$ cat config.mk
export PLATFORM = sky130hd
export DESIGN_NAME = fms_ctrl
export DESIGN_NICKNAME = d
export VERILOG_FILES = /design/src/rtl/fms_pkg.sv /design/src/rtl/fms_ctrl.sv
export SDC_FILE = /design/constraint.sdc
export NUM_CORES = 1
export LEC_CHECK = 0
export ABC_AREA = 1
export BUFFER_PORTS_ARGS = -buffer_cell sky130_fd_sc_hd__buf_2
export CAP_MARGIN = 25
export CORE_AREA = 2 2 39 41
export CTS_CLUSTER_DIAMETER = 150
export DETAILED_ROUTE_END_ITERATION = 6
export DIE_AREA = 0 0 41 43
export MAX_ROUTING_LAYER = met4
export PLACE_DENSITY = 0.49
export SETUP_SLACK_MARGIN = 0.02
export SYNTH_ARGS = -nofsm -noshare
export SYNTH_HDL_FRONTEND = slang
export SYNTH_SLANG_ARGS = --single-unit
$ cat constraint.sdc
create_clock -name clk -period 1 [get_ports clk]
set_input_delay 0.2 -clock clk [delete_from_list [all_inputs] [get_ports clk]]
set_output_delay 0.2 -clock clk [all_outputs]
set_load 0.02 [all_outputs]
$ cat src/rtl/fms_pkg.sv
// Package: sizes, payload types, controller interface and key conversion for the sorter.
`timescale 1ns / 1ps

package fms_pkg;

  localparam int MAX_ITEMS = 64;
  localparam int KEY_BITS  = 32;
  localparam int TAG_BITS  = 16;
  localparam int FIT_BITS  = 32;

  localparam int AW        = $clog2(MAX_ITEMS);
  localparam int CW        = $clog2(MAX_ITEMS + 1);
  localparam int WW        = CW + 1;
  localparam int SW        = WW + 2;
  localparam int XW        = (KEY_BITS > FIT_BITS) ? KEY_BITS : FIT_BITS;
  localparam int SLOT_BITS = TAG_BITS + KEY_BITS;

  localparam logic signed [XW-1:0] KEY_MAX_X =
    {{(XW - KEY_BITS + 1){1'b0}}, {(KEY_BITS - 1){1'b1}}};
  localparam logic signed [XW-1:0] KEY_MIN_X =
    {{(XW - KEY_BITS + 1){1'b1}}, {(KEY_BITS - 1){1'b0}}};

  typedef struct packed {
    logic [TAG_BITS-1:0]        item_tag;
    logic signed [FIT_BITS-1:0] item_fitness;
    logic                       batch_end;
  } item_t;

  typedef struct packed {
    logic [TAG_BITS-1:0]        sorted_tag;
    logic signed [FIT_BITS-1:0] sorted_fitness;
    logic                       run_end;
    logic                       overflowed;
  } result_t;

  typedef struct packed {
    logic [TAG_BITS-1:0]        tag;
    logic signed [KEY_BITS-1:0] key;
  } slot_t;

  typedef struct packed {
    logic load;
    logic sort_init;
    logic pass_init;
    logic merge_step;
    logic emit_init;
    logic emit_step;
  } cmd_t;

  typedef struct packed {
    logic batch_end;
    logic more;
    logic merge_last;
    logic emit_last;
    logic out_free;
  } status_t;

  // Saturate an input fitness into the stored key range.
  function automatic logic signed [KEY_BITS-1:0] fit_to_key(
    input logic signed [FIT_BITS-1:0] fit
  );
    logic signed [XW-1:0]       wide;
    logic signed [KEY_BITS-1:0] key;
    wide = XW'(fit);
    if (wide > KEY_MAX_X) begin
      key = KEY_MAX_X[KEY_BITS-1:0];
    end else if (wide < KEY_MIN_X) begin
      key = KEY_MIN_X[KEY_BITS-1:0];
    end else begin
      key = wide[KEY_BITS-1:0];
    end
    return key;
  endfunction

  // Bring a stored key back to the output fitness width.
  function automatic logic signed [FIT_BITS-1:0] key_to_fit(
    input logic signed [KEY_BITS-1:0] key
  );
    logic signed [XW-1:0] wide;
    wide = XW'(key);
    return wide[FIT_BITS-1:0];
  endfunction

endpackage

$ cat src/rtl/fms_ctrl.sv
// Controller: sequences load, merge passes and emission of one batch.
`timescale 1ns / 1ps

module fms_ctrl (
  input  logic              clk,
  input  logic              rst,
  input  logic              item_valid,
  output logic              item_stall,
  input  fms_pkg::status_t  status,
  output fms_pkg::cmd_t     cmd
);

  localparam logic [2:0] S_LOAD  = 3'd0;
  localparam logic [2:0] S_PASS  = 3'd1;
  localparam logic [2:0] S_MERGE = 3'd2;
  localparam logic [2:0] S_EMIT0 = 3'd3;
  localparam logic [2:0] S_EMIT  = 3'd4;

  logic [2:0] state;
  logic [2:0] state_next;

  always_comb begin
    cmd        = '0;
    state_next = state;
    item_stall = 1'b1;
    unique case (state)
      S_LOAD: begin
        item_stall = 1'b0;
        if (item_valid) begin
          cmd.load = 1'b1;
          if (status.batch_end) begin
            cmd.sort_init = 1'b1;
            state_next    = S_PASS;
          end
        end
      end
      S_PASS: begin
        if (status.more) begin
          cmd.pass_init = 1'b1;
          state_next    = S_MERGE;
        end else begin
          state_next = S_EMIT0;
        end
      end
      S_MERGE: begin
        cmd.merge_step = 1'b1;
        if (status.merge_last) begin
          state_next = S_PASS;
        end
      end
      S_EMIT0: begin
        cmd.emit_init = 1'b1;
        state_next    = S_EMIT;
      end
      S_EMIT: begin
        if (status.out_free) begin
          cmd.emit_step = 1'b1;
          if (status.emit_last) begin
            state_next = S_LOAD;
          end
        end
      end
      default: begin
        state_next = S_LOAD;
      end
    endcase
  end

  always_ff @(posedge clk) begin
    if (rst) begin
      state <= S_LOAD;
    end else begin
      state <= state_next;
    end
  end

endmodule

After elaboration in Yosys (flattened, before gate mapping):

Cells that the tools add are included.

* flip-flop bits (word level): 3
* output and inout port bits: 7

* eq/ne operators: 9
* mux-type cells: 17
* reductions and logical operators: 2

Operator list (number)
* $mux 3: 5
* $pmux 3 s5: 1
* $ne 2x2->1 const B: 5
* $mux 1: 9
* $eq 3x2->1 const B: 2
* $reduce_and 5->1: 1
* $mux 2: 2
* $eq 3x1->1 const B: 1
* $eq 3x3->1 const B: 1
* $logic_not 3->1: 1

Longest topological paths before layout:

Gate-level depths: netlist of the first run.

* depth in word-level cells: 3
* mapped depth: 6
* mapped depth without buffers: 6

Worst setup path after synthesis of the first run:

Ideal clock, no wire load.

* path kind: reg2out
* start point: register state[0]
* end point: output port cmd[4] in the netlist's numbering
* arrival time: 0.984 ns
* data required time: 0.800 ns
* setup slack: -0.184 ns
* cell stages (with the launch flop): 4
* path buffers: 0
* path through: dfxtp_1 -> nor2_2 -> nand2_1 -> nor2_1

RTL lines
* start: declaration: RTL line fms_ctrl.sv:19 `logic [2:0] state;`
* start signal: assignment: RTL line fms_ctrl.sv:73 `state <= state_next;`
* end: declaration: RTL line fms_ctrl.sv:10 `output fms_pkg::cmd_t cmd`

==> out/metrics.sh, run 1 <==
ENDPOINT_KIND='primary output'
PERIOD_MINUS_SLACK_PS=1227
VIASPERCELL=3.878
POST_SYNTHESIS_SHARE_OF_CELL_AREA_SPENT_ON_XOR_AND_XNOR_GATES_PCT=0
CTS-HOLD-FIX-BUFFERS=0
GRT_MAX_DEGREE=5
DIE-HEIGHT_UM=43
GRT_REMAINING_OVERFLOW=0
POST_DRT_WL_PER_CELL_UM=8.365
CTS_HTREE_LEVELS=1
SYNTH_TOP_FAMILY_BY_AREA='simple AND/OR/NAND/NOR gates'
SYN-MEAN-INSTANCE-AREA_UM2=5.580
START_UTIL_PCT=14.92
REG2REG_SETUP_SLACK_PS=-30
FIRST_GLOBAL_VIAS=248
SETUP.WORST_PATH.CLASS='reg2out'
ANTENNA_CELLS_INSERTED=0
SETUP.WORST_PATH.START_CLASS='flop'
POST_LAYOUT_WORST_SETUP_MARGIN_PS=-227.2
YOSYS_REGISTER_BITS=3
CLK_ROOT_BUFFER_CELL='sky130_fd_sc_hd__clkbuf_4'
ANT_NETS=0
TOTAL_LEAKAGE_POWER_nW=0.2365
SYNTHESIS.YOSYS.WARNINGS=0
FIN_SKEW_PS=2.851
HIGHEST_CLOCK_FREQUENCY_THE_DESIGN_CAN_MEET_GHz=0.8149
NUM_ROWS=14
YOSYS.AREA_SHARE.SIMPLE_PCT=43.64
WORST-ENDPOINT-ARRIVAL_PS=1030
SLEW_HEADROOM_PCT=91.49
CORE_REGION_AREA_UM2=1384
SYNTH_COMPOUND_GATE_AREA_SHARE_PCT=7.273
SYN-CELL-AREA_UM2=206.4
ROUTED_WL_UM=619
GRT.TOTAL_USAGE_PCT=8.325
YOSYS-TOP-CELLS-AREA='sky130_fd_sc_hd__dfxtp_1 29%, sky130_fd_sc_hd__inv_1 15%, sky130_fd_sc_hd__nor2_1 15%'
OUTCOME='complete, but fails checks'
LAYOUT-DRIVE-GT1-SHARE_PCT=63.79
TRITONCTS_BUFFER_COUNT=3
DP.FINAL_HPWL_UM=448.3
FINALCRITPERIODSHARE_PCT=122.7
ANTENNA_VIOLATIONS_BEFORE_REPAIR=0
SYNTHMUXAREASHARE_PCT=0
ROUTABILITYCONGESTION=0.7154
POST_SYNTHESIS_SHARE_OF_CELL_AREA_SPENT_ON_FULL_ADDERS_HALF_ADDERS_AND_MAJORITY_GATES_PCT=0
LARGEST-REGISTER='state'
YOSYS.AREA.TOP_TYPE='sky130_fd_sc_hd__dfxtp_1'
SEQ_AREA_FRAC_SYNTH_PCT=29.09
WORSTMARGINPINSLEW_PS=127.3
FIN_TOTAL_PWR_mW=0.6954
GRT_SETUP_UNREPAIRED='yes'
DETAIL_ROUTE.DRC_VIOLATIONS=0
FP.DIEW_UM=41
DETAIL_ROUTE.ITER0.VIOLATIONS=3
CTS.SINKS=3
KIND_OF_PATH_BEHIND_THE_TIGHTEST_HOLD_CHECK='in2reg'
FINAL_MAX_SLEW_VIOL_COUNT=0
TRITONCTS='done'
NUMPORTBUFFERS=14
WORSTSKEWPAIRLATENCY_PS=230
IO_PINS=15
PATH_CLK_SLEW_PS=40
WORST-PATH-MAX-FANOUT=4
NUMBER_OF_FLIP_FLOPS_UNDER_THE_LARGEST_REGISTER_NAME=3
DIE_AREA_UM2=1763
POWER_DENSITY_OVER_THE_CELLS_nW_PER_UM2=1535
FLOW.AREA_GROWTH_FROM_SYNTHESIS_PCT=119.4
DRTPASS1ITERATIONS=4
MAXCAPVIOLCOUNT=0
TOP_REGS='state: 3 flops'
VDD.IR_DROP.WORST_V=0.0004730
SYN_INST=37
SYNTH_TOP_AREA_SHARE_PCT=29.09
SETUP_VIOL_COUNT_FINAL=8
REPORT.FINAL.HOLD_VIOL_COUNT=0
WHS_PS=152.5
ROUTE.VIAS.TOTAL=287
GLOBAL_ROUTE_WIRE_LENGTH_BEFORE_REPAIR_UM=910
LAYOUT.CELLS.MOST_COMMON_LIST='7 x sky130_fd_sc_hd__inv_1, 7 x sky130_fd_sc_hd__buf_2, 6 x sky130_fd_sc_hd__buf_4'
SYNTHDISTINCTLIBCELLS=10
FIN_TNS_SETUP_PS=-1403
CTS_MAX_PATH_BUFFERS=2
FINISH.NET_COUNT=67
VIOLATIONS_IN_THE_FINAL_REPORTS='setup timing'
SYNTH.NET_COUNT=45
WORST-ENDPOINT-REQUIRED_PS=800
[final timing paths]
kind	startpoint	endpoint	cells after the start
setup / recovery	state[0]	cmd[5]	4
hold / removal	rst	state[0]	2
setup reg to reg	state[0]	state[0]	7
hold reg to reg	state[1]	state[2]	2
[synthesized netlist by cell type, drive strengths merged]
cell type   n
nor2       10
inv         9
nand2       6
nand3       5
dfxtp       3
a21oi       2
buf         1
o21ai       1
[metrics by stage]
stage               utilization [%]  instances  setup slack, ps  cell area [um2]
floorplan                         -         37            5.994            236.5
global route                  32.73         74           -290.2            452.9
detailed placement            24.14         68           -59.33            334.1
CTS                           29.20         72           -225.8            404.1
finish                        32.73         74           -227.2            452.9
global placement              24.14         68           -66.20            334.1
[final cells by class]
type	count	area, um2
Timing Repair Buffer	18	136.4
Clock buffer	4	26.28
Tap cell	16	20.02
Fill cell	154	930.9
Inverter	9	38.79
Sequential cell	3	68.82
Multi-Input combinational cell	24	162.7
[power by group]
group | internal (mW) | leakage, nW | switching (mW)
sequential | 0.136 | 0.0264 | 0.0218
combinational | 0.151 | 0.195 | 0.172
clock | 0.150 | 0.0150 | 0.0655
total | 0.436 | 0.237 | 0.259
[worst max-delay path: stages, from the launching register on]
cell                      delay, ps
sky130_fd_sc_hd__dfxtp_4        350
sky130_fd_sc_hd__nor2_4         140
sky130_fd_sc_hd__nand2_4         90
sky130_fd_sc_hd__nor2_4          90
sky130_fd_sc_hd__buf_6          120
[cell families (layout without fill, tap and decap cells)]
family | after synthesis | in the layout
AO/OA/AOI/OAI | 3 | 3
buffers and inverters | 10 | 31
flip-flops | 3 | 3
AND/OR/NAND/NOR | 21 | 21
[per-layer routing]
| layer | vias up | track usage [%] | routed length [um] |
|---|---|---|---|
| met3 | 2 | 3.141 | 30 |
| li1 | 151 | - | - |
| met1 | 127 | 8.974 | 217 |
| met2 | 7 | 10.94 | 358 |
| met5 | - | - | 0 |
| met4 | 0 | 8.000 | 13 |
[repair_timing]
item / CTS / global route
pin swaps: 1 / 2
gates resized for setup: 15 / 11
buffers inserted: 0 / 2
setup endpoints to repair: 8 / 8
Note: power is estimated with default switching activity, not from simulation.
==> run 2, diff against run 1 <==
Settings changed: CORE_AREA 2 2 39 41 to 3 3 40 42, DIE_AREA 0 0 41 43 to 0 0 43 45, PLACE_DENSITY 0.49 to 0.4.
==> run 2 against run 1 <==
  * The run still ends with setup timing left
  * Sequential power grew 4%
  * Final area increased by 11%
  * Critical endpoint unchanged
  * Clock-buffer cell count unchanged
  * Via count up 4.2%
  * Register-to-register slack worse by 140 ps
==> out/metrics.sh, run 2 (synthesized netlist as in run 1, its figures left out) <==
TOTAL_LEAKAGE_POWER_nW=0.2604
GLOBAL_ROUTE_WIRE_LENGTH_BEFORE_REPAIR_UM=1214
CTS_MAX_PATH_BUFFERS=2
WORST-PATH-MAX-FANOUT=4
FP.DIEW_UM=43
WORST-ENDPOINT-REQUIRED_PS=800
ROUTABILITYCONGESTION=0.6246
LAYOUT-DRIVE-GT1-SHARE_PCT=71.88
TRITONCTS='done'
CORE_REGION_AREA_UM2=1285
ROUTE.VIAS.TOTAL=299
DETAIL_ROUTE.ITER0.VIOLATIONS=0
WORSTMARGINPINSLEW_PS=162.9
CTS_HTREE_LEVELS=1
SLEW_HEADROOM_PCT=89.14
SETUP.WORST_PATH.START_CLASS='flop'
MOST_COMMON_LIBRARY_CELL_IN_THE_LAYOUT_IGNORING_FILL_AND_TAPS='sky130_fd_sc_hd__buf_4'
LARGEST-REGISTER='state'
SETUP_VIOL_COUNT_FINAL=10
DETAIL_ROUTE.DRC_VIOLATIONS=0
FINAL_CELLS=79
GRT_REMAINING_OVERFLOW=0
FINAL_UTIL_PCT=39.24
DP.FINAL_HPWL_UM=492.7
VDD.IR_DROP.WORST_V=0.0005233
NUMBER_OF_FLIP_FLOPS_UNDER_THE_LARGEST_REGISTER_NAME=3
WORSTSKEWPAIRLATENCY_PS=230
VIASPERCELL=3.785
KIND_OF_PATH_BEHIND_THE_TIGHTEST_HOLD_CHECK='in2reg'
PATH_CLK_SLEW_PS=40
PLACE_WORST_SETUP_SLACK_PS=-69.69
FIN_SKEW_PS=0.8373
PERIOD_MINUS_SLACK_PS=1239
MAXCAPVIOLCOUNT=0
POWER_DENSITY_OVER_THE_CELLS_nW_PER_UM2=1540
IO_PINS=15
REPORT.FINAL.HOLD_VIOL_COUNT=0
VIOLATIONS_IN_THE_FINAL_REPORTS='setup timing'
DIE_AREA_UM2=1935
START_UTIL_PCT=16.07
POST_DRT_WL_PER_CELL_UM=8.646
NUMPORTBUFFERS=14
GRT.TOTAL_USAGE_PCT=8.647
CTS.SINKS=3
POST_LAYOUT_WORST_SETUP_MARGIN_PS=-238.8
SETUP.WORST_PATH.CLASS='reg2out'
WORST-ENDPOINT-ARRIVAL_PS=1040
ANTENNA_CELLS_INSERTED=0
FINISH.NET_COUNT=73
OUTCOME='complete, but fails checks'
FINALCRITPERIODSHARE_PCT=123.9
GRT_SETUP_UNREPAIRED='yes'
CELL_TOTAL_AFTER_PLACEMENT=69
ENDPOINT_KIND='primary output'
HIGHEST_CLOCK_FREQUENCY_THE_DESIGN_CAN_MEET_GHz=0.8072
FIRST_GLOBAL_VIAS=319
DIE-HEIGHT_UM=45
FIN_TNS_SETUP_PS=-1766
CLK_ROOT_BUFFER_CELL='sky130_fd_sc_hd__clkbuf_4'
LAYOUT.CELLS.MOST_COMMON_LIST='11 x sky130_fd_sc_hd__buf_4, 7 x sky130_fd_sc_hd__buf_2, 6 x sky130_fd_sc_hd__inv_1, 6 x sky130_fd_sc_hd__buf_6'
ROUTED_WL_UM=683
FLOW.AREA_GROWTH_FROM_SYNTHESIS_PCT=144.2
ANTENNA_VIOLATIONS_BEFORE_REPAIR=0
TOP_REGS='state: 3 flops'
GRT_MAX_DEGREE=5
TRITONCTS_BUFFER_COUNT=3
ANT_NETS=0
FINAL_MAX_SLEW_VIOL_COUNT=0
CTS-HOLD-FIX-BUFFERS=0
DRTPASS1ITERATIONS=1
NUM_ROWS=13
-- run 2: cell count changes in the layout (fill, tap and decap cells not counted), sizes merged --
cell,delta
buf,+6
-- run 2: timing repair --
action	in CTS	in global routing
setup endpoints to repair	8	10
endpoints found under the hold margin	0	0
pin swaps	2	3
resized for setup	22	6
buffers inserted	5	1
-- run 2: area by class of cell --
class / instances / area (um2)
well taps: 15 / 18.77
fillers: 146 / 780.7
inverters: 9 / 36.28
repair buffers: 24 / 185.2
clock buffers: 4 / 26.28
flip-flops and latches: 3 / 66.31
multi-input cells: 24 / 171.4
-- run 2: final timing paths --
kind / startpoint / endpoint / slack (ps) / depth (start not counted)
worst min-delay path: rst / state[1] / 160 / 2
worst min register to register: state[0] / state[2] / 560 / 2
worst max-delay path: state[0] / cmd[5] / -240 / 4
worst max register to register: state[0] / state[0] / -170 / 8
-- run 2: power by group --
| part | internal (mW) | switching [mW] | total (mW) |
|---|---|---|---|
| logic | 0.214 | 0.186 | 0.400 |
| clock network | 0.150 | 0.0627 | 0.212 |
| registers | 0.137 | 0.0276 | 0.164 |
-- run 2: metrics by stage --
step	power, mW	cell area, um2	hold slack [ps]
detailed placement	0.3993	347.8	404.6
finish	0.7764	504.2	161.1
floorplan	0.3144	236.5	266.9
global route	0.8356	504.2	164.3
global placement	0.4033	347.8	408.5
CTS	0.7458	474.2	151.2
-- run 2: routing by layer --
| metal | track usage, % | part of all wire (%) | vias to the layer above |
|---|---|---|---|
| li1 | - | - | 164 |
| met1 | 9.832 | 41 | 130 |
| met2 | 14.07 | 54 | 5 |
| met3 | 2.789 | 4.2 | 0 |
| met4 | 3.614 | 0 | 0 |
| met5 | - | 0 | - |
-- run 2: critical path: stages, from the launching register on --
cell	delay (ps)
sky130_fd_sc_hd__dfxtp_2	360
sky130_fd_sc_hd__nor2_4	160
sky130_fd_sc_hd__nand2_4	90
sky130_fd_sc_hd__nor2_4	90
sky130_fd_sc_hd__buf_6	120
